$ cat config.mk
export PLATFORM = sky130hd
export DESIGN_NAME = rsma_cfg
export DESIGN_NICKNAME = d
export VERILOG_FILES = /design/src/hw/rtl/rsma_pkg.sv /design/src/hw/rtl/rsma_cfg.sv
export SDC_FILE = /design/constraint.sdc
export NUM_CORES = 1
export LEC_CHECK = 0
export BUFFER_PORTS_ARGS = -buffer_cell sky130_fd_sc_hd__buf_2
export CAP_MARGIN = 0
export CORE_UTILIZATION = 30
export DETAILED_ROUTE_END_ITERATION = 7
export PLACE_DENSITY_LB_ADDON = 0.15
export SLEW_MARGIN = 40
export SYNTH_ARGS = -nofsm -noshare
export SYNTH_HDL_FRONTEND = slang
export SYNTH_SLANG_ARGS = --single-unit
$ cat constraint.sdc
create_clock -name i_clk -period 1.8 [get_ports i_clk]
set_input_delay 0.18 -clock i_clk [delete_from_list [all_inputs] [get_ports i_clk]]
set_output_delay 0.18 -clock i_clk [all_outputs]
set_load 0.02 [all_outputs]
$ cat src/hw/rtl/rsma_pkg.sv
// Types, constants and sequencer states of the run segment moment accumulator.
`default_nettype none

package rsma_pkg;

    localparam int unsigned IMAGE_SIDE = 1024;

    localparam int unsigned COORD_W = 10;
    localparam int unsigned LEN_W   = 11;
    localparam int unsigned AREA_W  = 21;
    localparam int unsigned SUM_W   = 30;
    localparam int unsigned M11_W   = 41;
    localparam int unsigned MOM_W   = 40;

    localparam int unsigned APB_AW  = 3;
    localparam int unsigned APB_DW  = 32;
    localparam int unsigned REG_SEL_BIT = 2;

    // shared unit widths
    localparam int unsigned MUL_W  = 24;
    localparam int unsigned PROD_W = 2 * MUL_W;
    localparam int unsigned ADD_W  = 48;

    // intermediate widths
    localparam int unsigned T_W   = 21;  // n(n-1)/2
    localparam int unsigned F_W   = 20;  // factor after exact divide by 3
    localparam int unsigned SQ_W  = 32;  // (n-1)n(2n-1)/6
    localparam int unsigned S1_W  = 23;  // sum of row offsets
    localparam int unsigned TMP_W = 36;
    localparam int unsigned DD_W  = 21;  // squared offset

    // x/3 for small multiples of 3: (x*683)>>11
    localparam logic [MUL_W-1:0] RECIP3    = MUL_W'(683);
    localparam int unsigned      RECIP3_SH = 11;
    // inverse of 3 modulo 2^22, exact division of a multiple of 3
    localparam logic [MUL_W-1:0] INV3_22   = MUL_W'(2796203);

    localparam longint SIDE_L     = longint'(IMAGE_SIDE);
    localparam longint AREA_MAX_L = SIDE_L * SIDE_L;
    localparam longint SUM_MAX_L  = SIDE_L * SIDE_L * (SIDE_L - 1);
    localparam longint MOM_MAX_L  = SIDE_L * SIDE_L * (SIDE_L - 1) * (SIDE_L - 1);

    localparam logic signed [ADD_W-1:0] AREA_MAX = ADD_W'(AREA_MAX_L);
    localparam logic signed [ADD_W-1:0] SUM_MAX  = ADD_W'(SUM_MAX_L);
    localparam logic signed [ADD_W-1:0] MOM_MAX  = ADD_W'(MOM_MAX_L);
    localparam logic signed [ADD_W-1:0] MOM_MIN  = ADD_W'(-MOM_MAX_L);

    typedef enum logic [0:0] {
        REG_CENTRE_COL = 1'b0,
        REG_CENTRE_ROW = 1'b1
    } t_reg_idx;

    typedef struct packed {
        logic [COORD_W-1:0] centre_col;
        logic [COORD_W-1:0] centre_row;
    } t_cfg;

    typedef struct packed {
        logic                    clamp;
        logic signed [ADD_W-1:0] lo;
        logic signed [ADD_W-1:0] hi;
    } t_add_ctl;

    typedef enum logic [3:0] {
        ST_IDLE,
        ST_TRI,
        ST_NCOL,
        ST_NB,
        ST_DIV3,
        ST_NA,
        ST_SQ,
        ST_CROSS,
        ST_DCDC,
        ST_NDD,
        ST_COLSQ,
        ST_BB,
        ST_NBB,
        ST_S2SUM,
        ST_ROWSQ,
        ST_EMIT
    } t_state;

endpackage

`default_nettype wire

$ cat src/hw/rtl/rsma_cfg.sv
// APB register block holding the centre coordinates.
`default_nettype none

module rsma_cfg import rsma_pkg::*; (
    input  wire logic              i_clk,
    input  wire logic              i_rst_n,
    input  wire logic              psel,
    input  wire logic              penable,
    input  wire logic              pwrite,
    input  wire logic [APB_AW-1:0] paddr,
    input  wire logic [APB_DW-1:0] pwdata,
    output logic      [APB_DW-1:0] prdata,
    output logic                   pready,
    output t_cfg                   o_cfg
);

    t_cfg     r_cfg;
    t_reg_idx w_idx;
    logic     w_wr;

    assign pready = 1'b1;
    assign w_idx  = t_reg_idx'(paddr[REG_SEL_BIT]);
    assign w_wr   = psel && penable && pwrite;

    always_ff @(posedge i_clk) begin
        if (!i_rst_n) begin
            r_cfg <= '0;
        end else if (w_wr) begin
            unique case (w_idx)
                REG_CENTRE_COL: r_cfg.centre_col <= pwdata[COORD_W-1:0];
                REG_CENTRE_ROW: r_cfg.centre_row <= pwdata[COORD_W-1:0];
            endcase
        end
    end

    always_comb begin
        unique case (w_idx)
            REG_CENTRE_COL: prdata = APB_DW'(r_cfg.centre_col);
            REG_CENTRE_ROW: prdata = APB_DW'(r_cfg.centre_row);
        endcase
    end

    assign o_cfg = r_cfg;

endmodule

`default_nettype wire

==> results.cfg <==
[die]
io_pins = 93
num_rows = 21
dieWidth_microns = 62.00
fp.coreArea_sq_um = 3390
dieArea_sq_um = 3843
die-height_microns = 62.00
start_util_pct = 31.86

[placed_design]
placedCellCount = 197
port_buffers = 45
place_area_sq_um = 1232
dpl.hpwl_microns = 1532
finalWeightedCongestion = 0.5800

[synthesis]
syn_area_per_cell_sq_um = 9.556
yosysWarningCount = 0
synth_area_leader_cell = dfxtp_1
synth.top_cell.area_share_pct = 37.08
yosysUniqueCellTypes = 11
ys.flop_type = dfxtp_1
netlist_top_cells_area = dfxtp_1 37%, mux2i_1 19%, buf_4 17%, mux2_2 10%, nand2_1 10%
netlist_instances = 113
synth-edff-count = 0
syn_area_sq_um = 1080
synth_seq_cells = 20
async_reset_ff_share_pct = 0
synth.most_common_cell = nand2_1
ys_seq_area_share_pct = 37.08
yosys-top-cells-count = 30 x nand2_1, 24 x buf_4, 20 x dfxtp_1, 20 x mux2i_1, 10 x mux2_2

[critical_path]
criticalPathCategory = reg2out
arrival_ps = 1070
worst_ep_required_time_ps = 1620
crit_fanout = 3
start_kind = flip-flop
crit_path_end_kind = output port

[routing]
viasPerCell = 4.085
vias = 821
drtAntennaViolNets = 0
drc = 0
drt-initial-drc-count = 27
route.final.wire_length_microns = 2112
dr.pass1.iters = 4
avgRoutedWirePerCell_microns = 10.51

[sta]
rsz0062_at_grt = false
relSlewSlack_pct = 65.00
finalSetupViolCount = 0
report.final.slew_viol_count = 0
timing.fmax_mhz = 801.9
tightest_slew_ps = 524.9
layout_min_cycle_time_ps = 1247
finalClockSkew_ps = 0
period_share_pct = 69.28
hold_violations = 0
finalSetupTns_ps = 0

[clocking]
clkLatencyLatePin_ps = 290
cts_root_buf = clkbuf_4
ctsLongestPathBuffers = 2
cts_buffers = 3
cts_setup_buffers = 0
cts_tree = built
cts.clk_slew.worst_paths_ps = 110
post_cts_resized = 0
clkSinkCount = 20
htreeDepth = 1
hold_buffers = 0

[run_status]
outcome = completed

[final_layout]
postLayoutCellArea_sq_um = 1285
final_nets = 196
syn2layout_area_growth_pct = 19.00
seqCellArea_sq_um = 400.4
final_cells = 201
diodes = 0
fillerInstances = 355
largest_reg_flops = 20
multiInputGateArea_sq_um = 541.8
final_util_pct = 37.91
drive_above_1_share_pct = 39.35

[global_route]
grt_use_total_pct = 10.76
grt_pass1_vias = 647
grt_first_pass_wirelength_microns = 2918
antenna_found_initial = 0
grt_max_degree = 31
overflow = 0

[worst_hold_path]
min_path_type = in2reg

[power]
power_density_nw_per_um2 = 753.5
vdd_drop_max_mv = 0.3039
p_leak_nw = 0.7887

[run]
maxCapViolations = 0
==> critical path: stages (launching register included) <==
cell	delay, ps
dfxtp_1	350
mux2_2	270
buf_2	160
==> layout by cell type, fill, tap and decap left out <==
cell and instances:
buf_2 45, nand2_1 30, conb_1 23, mux2i_1 20
dfxtp_1 20, mux2_2 10, clkbuf_4 3, nand4b_4 1
nand4_1 1, bufinv_16 1, buf_4 1
==> through the flow <==
stage | hold WS, ps | setup slack (ps) | total power, mW
finish | 135.3 | 553.0 | 0.9683
global placement | 449.1 | 616.8 | 0.6129
floorplan | 341.0 | 902.4 | 0.6157
detailed placement | 460.6 | 618.7 | 0.6159
CTS | 122.7 | 539.6 | 0.9836
global route | 143.6 | 514.9 | 1.009
==> layer usage <==
layer  GRT usage [%]  up-vias  part of all wire (%)
li1                -      405                     -
met1           13.43      373                    44
met2           17.33       41                    49
met3           2.277        2                   6.4
met4           5.714        0                   1.0
met5               0        -                     0
==> final timing paths <==
check        startpoint        end  slack, ps  depth (start not counted)
max           o_cfg[18]  prdata[8]        550                          2
min reg2reg   o_cfg[14]  o_cfg[14]        480                          2
min           pwdata[4]  o_cfg[14]        140                          3
max reg2reg    o_cfg[2]   o_cfg[2]       1150                          2
==> area by class of cell <==
class / instances / share of cell area, %
timing repair buffer: 46 / 18.11
sequential: 20 / 31.16
tap: 46 / 4.479
clock buffer: 3 / 1.753
clock inverter: 1 / 2.337
multi-input combinational: 85 / 42.16
==> cells by family (layout without fill, tap and decap cells) <==
family        after synthesis  in the layout  share of synthesized area, %
buf+inv                    29             50                         20.05
flops                      20             20                         37.08
mux                        30             30                         28.97
other cells                 2             23                        0.6955
simple gates               32             32                         13.21
==> where the power goes <==
group	switching, mW	leakage, nW	internal (mW)
sequential	0.00634	0.162	0.452
combinational	0.104	0.599	0.0424
clock	0.138	0.0279	0.225
Power figures use the tool's default switching activity.
