### src/hw/rtl/rsma_pkg.sv
// Types, constants and sequencer states of the run segment moment accumulator.
`default_nettype none

package rsma_pkg;

    localparam int unsigned IMAGE_SIDE = 1024;

    localparam int unsigned COORD_W = 10;
    localparam int unsigned LEN_W   = 11;
    localparam int unsigned AREA_W  = 21;
    localparam int unsigned SUM_W   = 30;
    localparam int unsigned M11_W   = 41;
    localparam int unsigned MOM_W   = 40;

    localparam int unsigned APB_AW  = 3;
    localparam int unsigned APB_DW  = 32;
    localparam int unsigned REG_SEL_BIT = 2;

    // shared unit widths
    localparam int unsigned MUL_W  = 24;
    localparam int unsigned PROD_W = 2 * MUL_W;
    localparam int unsigned ADD_W  = 48;

    // intermediate widths
    localparam int unsigned T_W   = 21;  // n(n-1)/2
    localparam int unsigned F_W   = 20;  // factor after exact divide by 3
    localparam int unsigned SQ_W  = 32;  // (n-1)n(2n-1)/6
    localparam int unsigned S1_W  = 23;  // sum of row offsets
    localparam int unsigned TMP_W = 36;
    localparam int unsigned DD_W  = 21;  // squared offset

    // x/3 for small multiples of 3: (x*683)>>11
    localparam logic [MUL_W-1:0] RECIP3    = MUL_W'(683);
    localparam int unsigned      RECIP3_SH = 11;
    // inverse of 3 modulo 2^22, exact division of a multiple of 3
    localparam logic [MUL_W-1:0] INV3_22   = MUL_W'(2796203);

    localparam longint SIDE_L     = longint'(IMAGE_SIDE);
    localparam longint AREA_MAX_L = SIDE_L * SIDE_L;
    localparam longint SUM_MAX_L  = SIDE_L * SIDE_L * (SIDE_L - 1);
    localparam longint MOM_MAX_L  = SIDE_L * SIDE_L * (SIDE_L - 1) * (SIDE_L - 1);

    localparam logic signed [ADD_W-1:0] AREA_MAX = ADD_W'(AREA_MAX_L);
    localparam logic signed [ADD_W-1:0] SUM_MAX  = ADD_W'(SUM_MAX_L);
    localparam logic signed [ADD_W-1:0] MOM_MAX  = ADD_W'(MOM_MAX_L);
    localparam logic signed [ADD_W-1:0] MOM_MIN  = ADD_W'(-MOM_MAX_L);

    typedef enum logic [0:0] {
        REG_CENTRE_COL = 1'b0,
        REG_CENTRE_ROW = 1'b1
    } t_reg_idx;

    typedef struct packed {
        logic [COORD_W-1:0] centre_col;
        logic [COORD_W-1:0] centre_row;
    } t_cfg;

    typedef struct packed {
        logic                    clamp;
        logic signed [ADD_W-1:0] lo;
        logic signed [ADD_W-1:0] hi;
    } t_add_ctl;

    typedef enum logic [3:0] {
        ST_IDLE,
        ST_TRI,
        ST_NCOL,
        ST_NB,
        ST_DIV3,
        ST_NA,
        ST_SQ,
        ST_CROSS,
        ST_DCDC,
        ST_NDD,
        ST_COLSQ,
        ST_BB,
        ST_NBB,
        ST_S2SUM,
        ST_ROWSQ,
        ST_EMIT
    } t_state;

endpackage

`default_nettype wire

### src/hw/rtl/rsma_mul.sv
// Shared signed multiplier with a registered product.
`default_nettype none

module rsma_mul import rsma_pkg::*; (
    input  wire logic                     i_clk,
    input  wire logic signed [MUL_W-1:0]  i_op_a,
    input  wire logic signed [MUL_W-1:0]  i_op_b,
    output logic signed      [PROD_W-1:0] o_prod
);

    logic signed [PROD_W-1:0] r_prod;

    always_ff @(posedge i_clk) begin
        r_prod <= i_op_a * i_op_b;
    end

    assign o_prod = r_prod;

endmodule

`default_nettype wire

### config.mk
export PLATFORM = sky130hd
export DESIGN_NAME = rsma_mul
export DESIGN_NICKNAME = d
export VERILOG_FILES = /design/src/hw/rtl/rsma_pkg.sv /design/src/hw/rtl/rsma_mul.sv
export SDC_FILE = /design/constraint.sdc
export NUM_CORES = 2
export LEC_CHECK = 0
export ABC_AREA = 1
export BUFFER_PORTS_ARGS = -buffer_cell sky130_fd_sc_hd__buf_2
export CAP_MARGIN = 20
export CORE_UTILIZATION = 58
export DETAILED_ROUTE_END_ITERATION = 7
export PLACE_DENSITY = 0.76
export RECOVER_POWER = 100
export SETUP_SLACK_MARGIN = 0.1
export SYNTH_ARGS = -nofsm -noshare
export SYNTH_HDL_FRONTEND = slang
export SYNTH_SLANG_ARGS = --single-unit
export TNS_END_PERCENT = 5
### constraint.sdc
create_clock -name i_clk -period 6.4 [get_ports i_clk]
set_input_delay 0 -clock i_clk [delete_from_list [all_inputs] [get_ports i_clk]]
set_output_delay 0 -clock i_clk [all_outputs]
set_load 0.05 [all_outputs]
==> results_dict.tcl <==
set metrics [dict create \
    hpwl_um 55000 \
    syn_area_sq_um 24000 \
    multiInputGateArea_sq_um 18800 \
    drtIter0Drc 1397 \
    core_sq_um 40800 \
    num_vias 18905 \
    viasPerCell 5.13 \
    die_area_sq_um 42200 \
    layout_common_cells "1,017 x inv_1, 902 x nand2_1, 607 x fa_1, 134 x ha_1, 87 x nor2_1" \
    finalCritPeriodShare_pct 94.7 \
    clock-sinks 48 \
    gr-usage-all-layers_pct 31.5 \
    fmax_ghz 0.165 \
    syn_inst 3090 \
    synth_top_family_by_area "adder cells" \
    routabilityCongestion 0.979 \
    die_w_um 205 \
    cp.depth 23 \
    drt_wl_total_um 61700 \
    crit_chain "clkbuf_1 > clkbuf_1 > nand2_1 > fa_1 > fa_1 > inv_1 > ha_1 > fa_1 > inv_1 > fa_1 > inv_1 > fa_1 > inv_1 > fa_1 > inv_1 > ha_1 > nand2_1 > nor2_1 > nand2_1 > nor2_1 > nand2_1 > nand3_1 > xor2_1" \
    cp.buffers_inverters 7 \
    drv_cap 0 \
    largest_reg_flops 48 \
    cts.clk_slew.worst_paths_ps 70 \
    rsz0062_at_grt "yes" \
    die_h_um 205 \
    endpoint "o_prod[27]" \
    seqCellArea_sq_um 961 \
    synth.area.top_cells "fa_1 51%, inv_1 16%, nand2_1 14%" \
    fin_nets 3939 \
    cp_data_required_time_ps 6630 \
    finalHoldViolCount 0 \
    slowest_delay_ps 780 \
    grt_pass1_vias 20291 \
    initial_utilization_pct 58.8 \
    synth_compound_area_share_pct 1.25 \
    synth.distinct_cells 29 \
    cts_buffer_depth 2 \
    tightest_slew_ps 971 \
    first_pass_iters 7 \
    synth-simple-area-share_pct 18.3 \
    cpMostUsedCell "fa_1" \
    area_delta_synth_final_pct 5.02 \
    cp_slowest_cell "clkbuf_1" \
    ant_nets 0 \
    drive_gt1_share_pct 4.73 \
    status "finished, final reports clean" \
    fin_crit_ps 6060 \
    drv_slew 0 \
    ys_seq_area_share_pct 4.00 \
    cts_buffers 5 \
    ios 97 \
    path_max_fanout 17 \
    synth_area_per_cell_sq_um 7.77 \
    synth_xor_area_share_pct 1.28 \
    yosys.area.top_type "fa_1" \
    cp-end-kind "register" \
    final_common_cell "inv_1" \
    crit_family "adder cells" \
    gr-total-overflow 0 \
    yosys_warnings 0 \
    ys_ff_latch 48 \
    critical_path_class "in2reg" \
    synth_adder_area_share_pct 57.6 \
    nFillCells 3571 \
    muxShareOfSynthArea_pct 0 \
    htreeDepth 2 \
    cts_root_buf "clkbuf_16" \
    tns_ps 0 \
    antenna_found_initial 1 \
    cp.arrival_ps 6290 \
    num_rows 74 \
    cp-start-kind "input pin" \
    synth_nets 3880 \
    grt_pass1_wl_um 103000 \
    port_buffers 96 \
    hp-class "in2reg" \
    synth_top_area_share_pct 50.6 \
    grt_max_degree 25 \
    cts_tree "done" \
    critPathLaunch "i_op_a[0]" \
    wl_per_cell_um 16.8 \
    drc 0 \
    slew_headroom_pct 35.2 \
    setup_violations 0 \
]
Yosys cell counts:
| cell type | count |
|---|---|
| nor2_1 | 81 |
| inv_1 | 1019 |
| a21boi_0 | 1 |
| o21bai_1 | 6 |
| nand3_2 | 5 |
| o21a_1 | 1 |
| clkbuf_1 | 96 |
| nor3_1 | 2 |
| inv_2 | 2 |
| nand2_2 | 22 |
| or2_2 | 5 |
| dfxtp_1 | 48 |
| nand2_1 | 896 |
| xnor2_1 | 10 |
| fa_1 | 607 |
| ha_1 | 134 |
| buf_2 | 2 |
| o211ai_1 | 1 |
| xor2_1 | 25 |
| nor3_2 | 2 |
| and2_4 | 2 |
| nand3b_1 | 3 |
| nand3_1 | 43 |
| o21ai_0 | 6 |
| nor2_4 | 6 |
| a21oi_1 | 37 |
| nor2_2 | 13 |
| nand4_1 | 13 |
| a21oi_2 | 2 |
worst min-delay path, stage by stage:
cell and delay (ps):
buf_2 170, buf_4 220, nand2_1 70, inv_1 30
worst min-delay path by stage:
stage / from / end / slack [ps] / depth (start not counted)
finish: i_op_b[0] / o_prod[0] / 250 / 4
global placement: o_prod[0] / o_prod[0] / 470 / 1
detailed placement: o_prod[20] / o_prod[20] / 470 / 1
global route: i_op_b[0] / o_prod[0] / 270 / 4
CTS: i_op_b[0] / o_prod[0] / 250 / 4
floorplan: i_op_a[0] / o_prod[0] / 100 / 2
stage by stage:
step                util (%)  instance area, sq um  std cells  worst slack, ps  hold slack, ps
floorplan                  -                 24000       3090              534            97.6
global placement        61.6                 25200       3672              167             470
detailed placement      61.6                 25200       3672              113             469
CTS                     62.0                 25300       3679              404             248
global route            61.7                 25200       3682             54.5             271
finish                  61.7                 25200       3682              338             250
cell families (layout without fill, tap and decap cells):
group	Yosys count	count (layout)
buffers and inverters	1119	1178
AND/OR/NAND/NOR	1093	1093
adder cells (fa/ha/maj)	741	741
AO/OA/AOI/OAI	54	54
flip-flops	48	48
XOR/XNOR	35	35
other	0	1
layer usage:
metal / global-route usage [%] / vias up / share of wire [%]
met5: 0 / - / 0
met4: 9.34 / 0 / 3.2
met3: 2.96 / 132 / 7.1
met2: 53.6 / 763 / 50
met1: 43.0 / 9447 / 40
li1: - / 8563 / -
what timing repair did:
action                     CTS  global route
buffers inserted             0             2
setup endpoints to repair    0             3
hold buffers                 0             0
resized for setup            0             2
cell type report:
class | count | share of cell area (%)
Inverter | 1021 | 15.2
Clock inverter | 1 | 0.0199
Tap cell | 532 | 2.64
Multi-Input combinational cell | 1923 | 74.5
Antenna cell | 1 | 0.00993
Sequential cell | 48 | 3.81
Clock buffer | 6 | 0.511
Timing Repair Buffer | 150 | 3.24
Power is not shown: default switching activity piles up to over one toggle a cycle in this logic, so the estimate is an artifact.
