### src/hw/rtl/rsma_pkg.sv
// Types, constants and sequencer states of the run segment moment accumulator.
`default_nettype none

package rsma_pkg;

    localparam int unsigned IMAGE_SIDE = 1024;

    localparam int unsigned COORD_W = 10;
    localparam int unsigned LEN_W   = 11;
    localparam int unsigned AREA_W  = 21;
    localparam int unsigned SUM_W   = 30;
    localparam int unsigned M11_W   = 41;
    localparam int unsigned MOM_W   = 40;

    localparam int unsigned APB_AW  = 3;
    localparam int unsigned APB_DW  = 32;
    localparam int unsigned REG_SEL_BIT = 2;

    // shared unit widths
    localparam int unsigned MUL_W  = 24;
    localparam int unsigned PROD_W = 2 * MUL_W;
    localparam int unsigned ADD_W  = 48;

    // intermediate widths
    localparam int unsigned T_W   = 21;  // n(n-1)/2
    localparam int unsigned F_W   = 20;  // factor after exact divide by 3
    localparam int unsigned SQ_W  = 32;  // (n-1)n(2n-1)/6
    localparam int unsigned S1_W  = 23;  // sum of row offsets
    localparam int unsigned TMP_W = 36;
    localparam int unsigned DD_W  = 21;  // squared offset

    // x/3 for small multiples of 3: (x*683)>>11
    localparam logic [MUL_W-1:0] RECIP3    = MUL_W'(683);
    localparam int unsigned      RECIP3_SH = 11;
    // inverse of 3 modulo 2^22, exact division of a multiple of 3
    localparam logic [MUL_W-1:0] INV3_22   = MUL_W'(2796203);

    localparam longint SIDE_L     = longint'(IMAGE_SIDE);
    localparam longint AREA_MAX_L = SIDE_L * SIDE_L;
    localparam longint SUM_MAX_L  = SIDE_L * SIDE_L * (SIDE_L - 1);
    localparam longint MOM_MAX_L  = SIDE_L * SIDE_L * (SIDE_L - 1) * (SIDE_L - 1);

    localparam logic signed [ADD_W-1:0] AREA_MAX = ADD_W'(AREA_MAX_L);
    localparam logic signed [ADD_W-1:0] SUM_MAX  = ADD_W'(SUM_MAX_L);
    localparam logic signed [ADD_W-1:0] MOM_MAX  = ADD_W'(MOM_MAX_L);
    localparam logic signed [ADD_W-1:0] MOM_MIN  = ADD_W'(-MOM_MAX_L);

    typedef enum logic [0:0] {
        REG_CENTRE_COL = 1'b0,
        REG_CENTRE_ROW = 1'b1
    } t_reg_idx;

    typedef struct packed {
        logic [COORD_W-1:0] centre_col;
        logic [COORD_W-1:0] centre_row;
    } t_cfg;

    typedef struct packed {
        logic                    clamp;
        logic signed [ADD_W-1:0] lo;
        logic signed [ADD_W-1:0] hi;
    } t_add_ctl;

    typedef enum logic [3:0] {
        ST_IDLE,
        ST_TRI,
        ST_NCOL,
        ST_NB,
        ST_DIV3,
        ST_NA,
        ST_SQ,
        ST_CROSS,
        ST_DCDC,
        ST_NDD,
        ST_COLSQ,
        ST_BB,
        ST_NBB,
        ST_S2SUM,
        ST_ROWSQ,
        ST_EMIT
    } t_state;

endpackage

`default_nettype wire

### src/hw/rtl/rsma_satadd.sv
// Shared adder with optional clamp to a [lo, hi] window.
`default_nettype none

module rsma_satadd import rsma_pkg::*; (
    input  wire logic signed [ADD_W-1:0] i_a,
    input  wire logic signed [ADD_W-1:0] i_b,
    input  wire t_add_ctl                i_ctl,
    output logic signed      [ADD_W-1:0] o_sum,
    output logic                         o_clamped
);

    logic signed [ADD_W-1:0] w_raw;

    assign w_raw = i_a + i_b;

    always_comb begin
        o_sum     = w_raw;
        o_clamped = 1'b0;
        if (i_ctl.clamp) begin
            priority if (w_raw > i_ctl.hi) begin
                o_sum     = i_ctl.hi;
                o_clamped = 1'b1;
            end else if (w_raw < i_ctl.lo) begin
                o_sum     = i_ctl.lo;
                o_clamped = 1'b1;
            end
        end
    end

endmodule

`default_nettype wire

### config.mk
export PLATFORM = sky130hd
export DESIGN_NAME = rsma_satadd
export DESIGN_NICKNAME = d
export VERILOG_FILES = /design/src/hw/rtl/rsma_pkg.sv /design/src/hw/rtl/rsma_satadd.sv
export SDC_FILE = /design/constraint.sdc
export NUM_CORES = 1
export LEC_CHECK = 0
export BUFFER_PORTS_ARGS = -buffer_cell sky130_fd_sc_hd__buf_2
export CORE_MARGIN = 2
export CORE_UTILIZATION = 50
export DETAILED_ROUTE_END_ITERATION = 10
export PLACE_DENSITY = 0.79
export SLEW_MARGIN = 40
export SYNTH_ARGS = -nofsm -noshare
export SYNTH_HDL_FRONTEND = slang
export SYNTH_SLANG_ARGS = --single-unit
### constraint.sdc
create_clock -name vclk -period 8.3
set_clock_uncertainty 0.05 [all_clocks]
set_input_delay 0.415 -clock vclk [all_inputs]
set_output_delay 0.415 -clock vclk [all_outputs]
set_load 0.02 [all_outputs]
==> metrics.md, run 1 <==
| Metric | Value |
|---|---|
| Outcome | finished, final reports clean |
| Switch share | 62.1% |
| Most frequent CP cell | a21oi_1 |
| Layout Nets | 1381 |
| Fin. max-slew vios | 0 |
| Yosys cell types | 67 |
| DRT iter0 DRCs | 648 |
| Pwr Total | 1130 uW |
| Max_slew headroom | 46.0% |
| Post-Synthesis Cells | 817 |
| Max-cap violations | 0 |
| Worst-path fanout max | 27 |
| Resize count post-CTS | 0 |
| First-pass GRT wire length | 32000 um |
| RSZ-0062 raised after global routing | false |
| Max incr delay on CP | 0.67 ns |
| Post-Syn Nets | 1153 |
| Die H | 111 um |
| Width of the die | 111 um |
| GRT Total Usage | 30.2% |
| Reg power frac | 0% |
| Share of cells above drive strength 1 | 26.3% |
| Internal power | 429 uW |
| Crit path launch type | primary input |
| I/O Pins | 242 |
| Post-CTS Setup Repair Bufs | 0 |
| Final setup violation count | 0 |
| Clock power frac | 0% |
| Finished Layout Cells | 1186 |
| Grt ovf | 0 |
| Synth warn | 0 |
| # fillers | 1069 |
| Max VDD drop | 0.0964 mV |
| Vias in the first global route | 6783 |
| Routed Antenna Nets | 0 |
| Largest net degree at the start of global routing | 28 |
| Req. time, crit path | 7.84 ns |
| Initial antenna violation count | 0 |
| Routed WL | 19900 um |
| Crit Path Class | in2out |
| Final non-filler cell area | 7110 um2 |
| Psw | 702 uW |
| Register area | 0 um2 |
| Gp weighted congestion | 1.01 |
| F_max | 140 MHz |
| Die area | 12400 um2 |
| Tmin final | 7.16 ns |
| Diodes inserted | 0 |
| CP Launch Point | i_a[0] |
| Sequential share of the synthesized area | 0% |
| Initial core utilization | 51.0% |
| Leakage power | 0.00397 uW |
| Period utilization | 86.2% |
| Min-delay worst type | in2out |
| Netlist Area Pre-Place | 5770 um2 |
| DP HPWL | 17300 um |
| Setup TNS | 0 ns |
| Hold Fails Final Rpt | 0 |
| DRC | 0 |
| Via/cell ratio | 6.01 |
| Port bufs | 242 |
| Worst Hold Margin | 1.12 ns |
| Syn avg cell area | 7.07 um2 |
| Std-Cell Core Area | 11300 um2 |
| Layout area overhead | 23.2% |
| CP endpoint kind | output pin |
| Slowest-stage cell, CP | a21boi_4 |
| Final-layout clock buffer total | 0 |
| Seq_cells | 0 |
| Dpl cells | 1186 |
| Cell Rows | 39 |
| Pwr Density | 159 nW/um2 |
| Slew @ Worst Pin | 0.808 ns |
| Routed WL per cell | 16.7 um |
| Vias | 7125 |
| Crit path capture | o_sum[37] |
| Post-CTS Hold Fix Bufs | 0 |
| Drt first pass iters | 6 |
| Placed inst area | 7110 um2 |
| Combinational Power Share | 100.0% |
| Critical path arrival | 6.69 ns |
-- power groups by stage --
stage          registers [uW]  clock network, uW  logic, uW
2_1_floorplan               0                  0        775
3_3_place_gp                0                  0       1100
3_5_place_dp                0                  0       1110
4_1_cts                     0                  0       1120
5_1_grt                     0                  0       1240
6_report                    0                  0       1130
-- cell usage in the layout (no fill, tap or decap), types with 9 or more instances in the layout --
| master | n |
|---|---|
| a21o_1 | 38 |
| nand2_1 | 55 |
| buf_2 | 242 |
| o21bai_1 | 9 |
| o21ai_0 | 52 |
| ha_1 | 142 |
| inv_1 | 122 |
| nand3_1 | 16 |
| xnor2_1 | 30 |
| xor2_1 | 17 |
| nand4_1 | 19 |
| nor2_1 | 37 |
| a21oi_1 | 84 |
| o21a_1 | 13 |
| a221oi_1 | 12 |
| a22oi_1 | 26 |
-- cells in the mapped netlist (all sizes together), types with 14 or more instances --
| cell type | number | share of area [%] |
|---|---|---|
| ha | 142 | 31 |
| inv | 123 | 8.0 |
| a21oi | 85 | 7.4 |
| o21ai | 56 | 5.0 |
| nand2 | 55 | 3.6 |
| nor2 | 39 | 2.6 |
| a21o | 38 | 4.9 |
| xnor2 | 31 | 4.8 |
| a22oi | 26 | 3.4 |
| nand4 | 19 | 2.1 |
| xor2 | 17 | 2.6 |
| nand3 | 16 | 1.4 |
| a221oi | 14 | 2.3 |
-- worst min-delay path by stage --
stage | endpoint | from | cells past startpoint | slack, ns
finish | o_sum[21] | i_ctl[69] | 4 | 1.12
global route | o_sum[19] | i_ctl[67] | 4 | 1.15
CTS | o_sum[21] | i_ctl[69] | 4 | 1.13
detailed placement | o_sum[21] | i_ctl[69] | 4 | 1.13
global placement | o_sum[21] | i_ctl[69] | 4 | 1.13
floorplan | o_sum[0] | i_ctl[48] | 2 | 0.95
-- area by class of cell --
cell class,count,area [um2],area share (%)
multi-input cells,674,5230,73.5
repair buffers,246,1240,17.5
inverters,123,462,6.49
well taps,143,179,2.52
-- critical path: cells and delay by family --
family,cells,cell delay [ns]
AOI/OAI and AO/OA,10,2.66
and+or+nand+nor,6,1.55
adders and majority gates,3,0.79
buffers and inverters,4,0.73
xor gates and xnor gates,2,0.53
-- metrics by stage --
step           setup WS [ns]  util (%)
2_1_floorplan           2.44         -
3_3_place_gp            1.45      62.8
3_5_place_dp            1.27      62.8
4_1_cts                 1.23      62.8
5_1_grt                0.675      62.8
6_report                1.14      62.8
-- kinds of logic after synthesis --
family / share of synthesized area [%]
xor+xnor: 7.41
mux: 0.173
buf+inv: 9.62
simple gates: 15.1
fa+ha+maj: 31.1
compound gates: 36.6
-- per-layer routing --
layer  global-route usage [%]  vias to the layer above  wire length (um)
met5                        0                        -                 0
met4                     6.01                        0               435
met3                     2.07                       44              1480
met2                     55.2                      363              9570
met1                     39.3                     3223              8360
li1                         -                     3495                 -
Note: power is estimated with default switching activity, not from simulation.
==> run 2: changes to the inputs <==
--- a/config.mk
+++ b/config.mk
@@ -10,6 +10,7 @@
 export CORE_UTILIZATION = 50
 export DETAILED_ROUTE_END_ITERATION = 10
 export PLACE_DENSITY = 0.79
+export RECOVER_POWER = 50
 export SLEW_MARGIN = 40
 export SYNTH_ARGS = -nofsm -noshare
 export SYNTH_HDL_FRONTEND = slang
==> run 2 against run 1 <==
Net effect:
- global-route usage unchanged
- via count down 0.27%
- combinational power about the same
- largest power group unchanged
- highest routed layer unchanged
==> metrics.md, run 2 (synthesized netlist as in run 1, its figures left out) <==
| Metric | Value |
|---|---|
| Outcome | finished, final reports clean |
| Initial antenna violation count | 0 |
| Final setup margin | 0.873 ns |
| Gp weighted congestion | 1.01 |
| Routed WL | 19900 um |
| Req. time, crit path | 7.84 ns |
| Max-cap violations | 0 |
| Leakage power | 0.00392 uW |
| Via/cell ratio | 5.99 |
| Hold Path End | o_sum[19] |
| Layout Nets | 1381 |
| Share of cells above drive strength 1 | 24.3% |
| Register area | 0 um2 |
| Dpl ws | 1.27 ns |
| Pwr Density | 158 nW/um2 |
| Worst-path fanout max | 27 |
| Vias | 7106 |
| Setup TNS | 0 ns |
| Leading cell type in the layout, fill and taps excluded | buf_2 |
| Post-CTS Setup Repair Bufs | 0 |
| Largest net degree at the start of global routing | 28 |
| Layout area overhead | 22.6% |
| DRC | 0 |
| Routed WL per cell | 16.8 um |
| Multi-input logic area | 5220 um2 |
| Crit path launch type | primary input |
| RSZ-0062 raised after global routing | false |
| Die area | 12400 um2 |
| Resize count post-CTS | 0 |
| Grt ovf | 0 |
| Hold Fails Final Rpt | 0 |
| Std-Cell Core Area | 11300 um2 |
| Final setup violation count | 0 |
| Min-delay src | i_ctl[67] |
| I/O Pins | 242 |
| Min-delay worst type | in2out |
| Post-CTS Hold Fix Bufs | 0 |
| F_max | 135 MHz |
| Diodes inserted | 0 |
| # fillers | 1078 |
| Routed Antenna Nets | 0 |
| DRT iter0 DRCs | 680 |
| DP HPWL | 17300 um |
| Initial core utilization | 51.0% |
| Slew @ Worst Pin | 0.811 ns |
| Tmin final | 7.43 ns |
| CP endpoint kind | output pin |
| Crit Path Class | in2out |
| Util after Layout | 62.5% |
| First-pass GRT wire length | 32000 um |
| Most frequent cells in the layout | buf_2 (224), ha_1 (142), inv_1 (123) |
| Width of the die | 111 um |
| Port bufs | 242 |
| Die H | 111 um |
| Period utilization | 89.5% |
| Vias in the first global route | 6783 |
| Fin. max-slew vios | 0 |
| Critical path arrival | 6.96 ns |
| Final-layout clock buffer total | 0 |
| Drt first pass iters | 7 |
| Hold-critical path depth | 4 |
| Max VDD drop | 0.0966 mV |
| Max_slew headroom | 45.8% |
| Cell Rows | 39 |
| GRT Total Usage | 30.2% |
| Seq_cells | 0 |
## run 2: changes by cell type in the layout (fill, tap and decap cells not counted)
cell	previous run	this run
o31ai_2	2	1
clkbuf_1	0	18
nor4_2	1	0
and2_1	4	3
buf_2	242	224
and2_0	0	1
inv_1	122	123
o31ai_1	4	5
nor4_1	2	3
inv_2	1	0
## run 2: area by class of cell
class              instances  area share, %
repair buffers           246           17.2
well taps                143           2.53
multi-input cells        674           73.7
inverters                123           6.52
## run 2: critical path: stages
cell and delay, ns:
buf_2 0.08, ha_1 0.19, inv_1 0.06, fa_1 0.41
nand2b_1 0.19, a21oi_1 0.30, o31ai_1 0.17, and3_1 0.25
o31ai_1 0.39, a21oi_1 0.22, o2111a_1 0.29, a311o_1 0.33
xnor2_1 0.35, ha_1 0.19, nand4_1 0.13, or4_1 0.54
nor4_1 0.37, a21oi_1 0.16, and2_0 0.22, xor2_1 0.20
a21boi_4 0.67, buf_4 0.39, a22oi_1 0.11, o21ai_0 0.11
buf_2 0.20
## run 2: worst max path at each step
| stage | cells after the start | slack (ns) | startpoint | end |
|---|---|---|---|---|
| floorplan | 24 | 2.44 | i_a[0] | o_sum[34] |
| global placement | 26 | 1.45 | i_a[0] | o_sum[47] |
| detailed placement | 25 | 1.27 | i_a[0] | o_sum[37] |
| CTS | 25 | 1.23 | i_a[0] | o_sum[37] |
| global route | 25 | 0.42 | i_a[0] | o_sum[37] |
| finish | 25 | 0.87 | i_a[0] | o_sum[37] |
## run 2: power by group
part	switching [uW]	internal, uW	total (uW)
sequential	0	0	0
clock	0	0	0
combinational	703	416	1120
total	703	416	1120
## run 2: per-layer routing
layer | GRT usage [%] | up-vias | wire [um]
met5 | 0 | - | 0
met4 | 6.01 | 0 | 386
met3 | 2.07 | 36 | 1520
met2 | 55.2 | 385 | 9620
met1 | 39.3 | 3194 | 8420
li1 | - | 3491 | -
## run 2: through the flow
stage	hold WS (ns)	instance area [um2]	total power [uW]	cells
finish	1.13	7080	1120	1186
global route	1.15	7080	1230	1186
CTS	1.13	7110	1120	1186
detailed placement	1.13	7110	1110	1186
global placement	1.13	7110	1100	1186
floorplan	0.946	5770	775	817
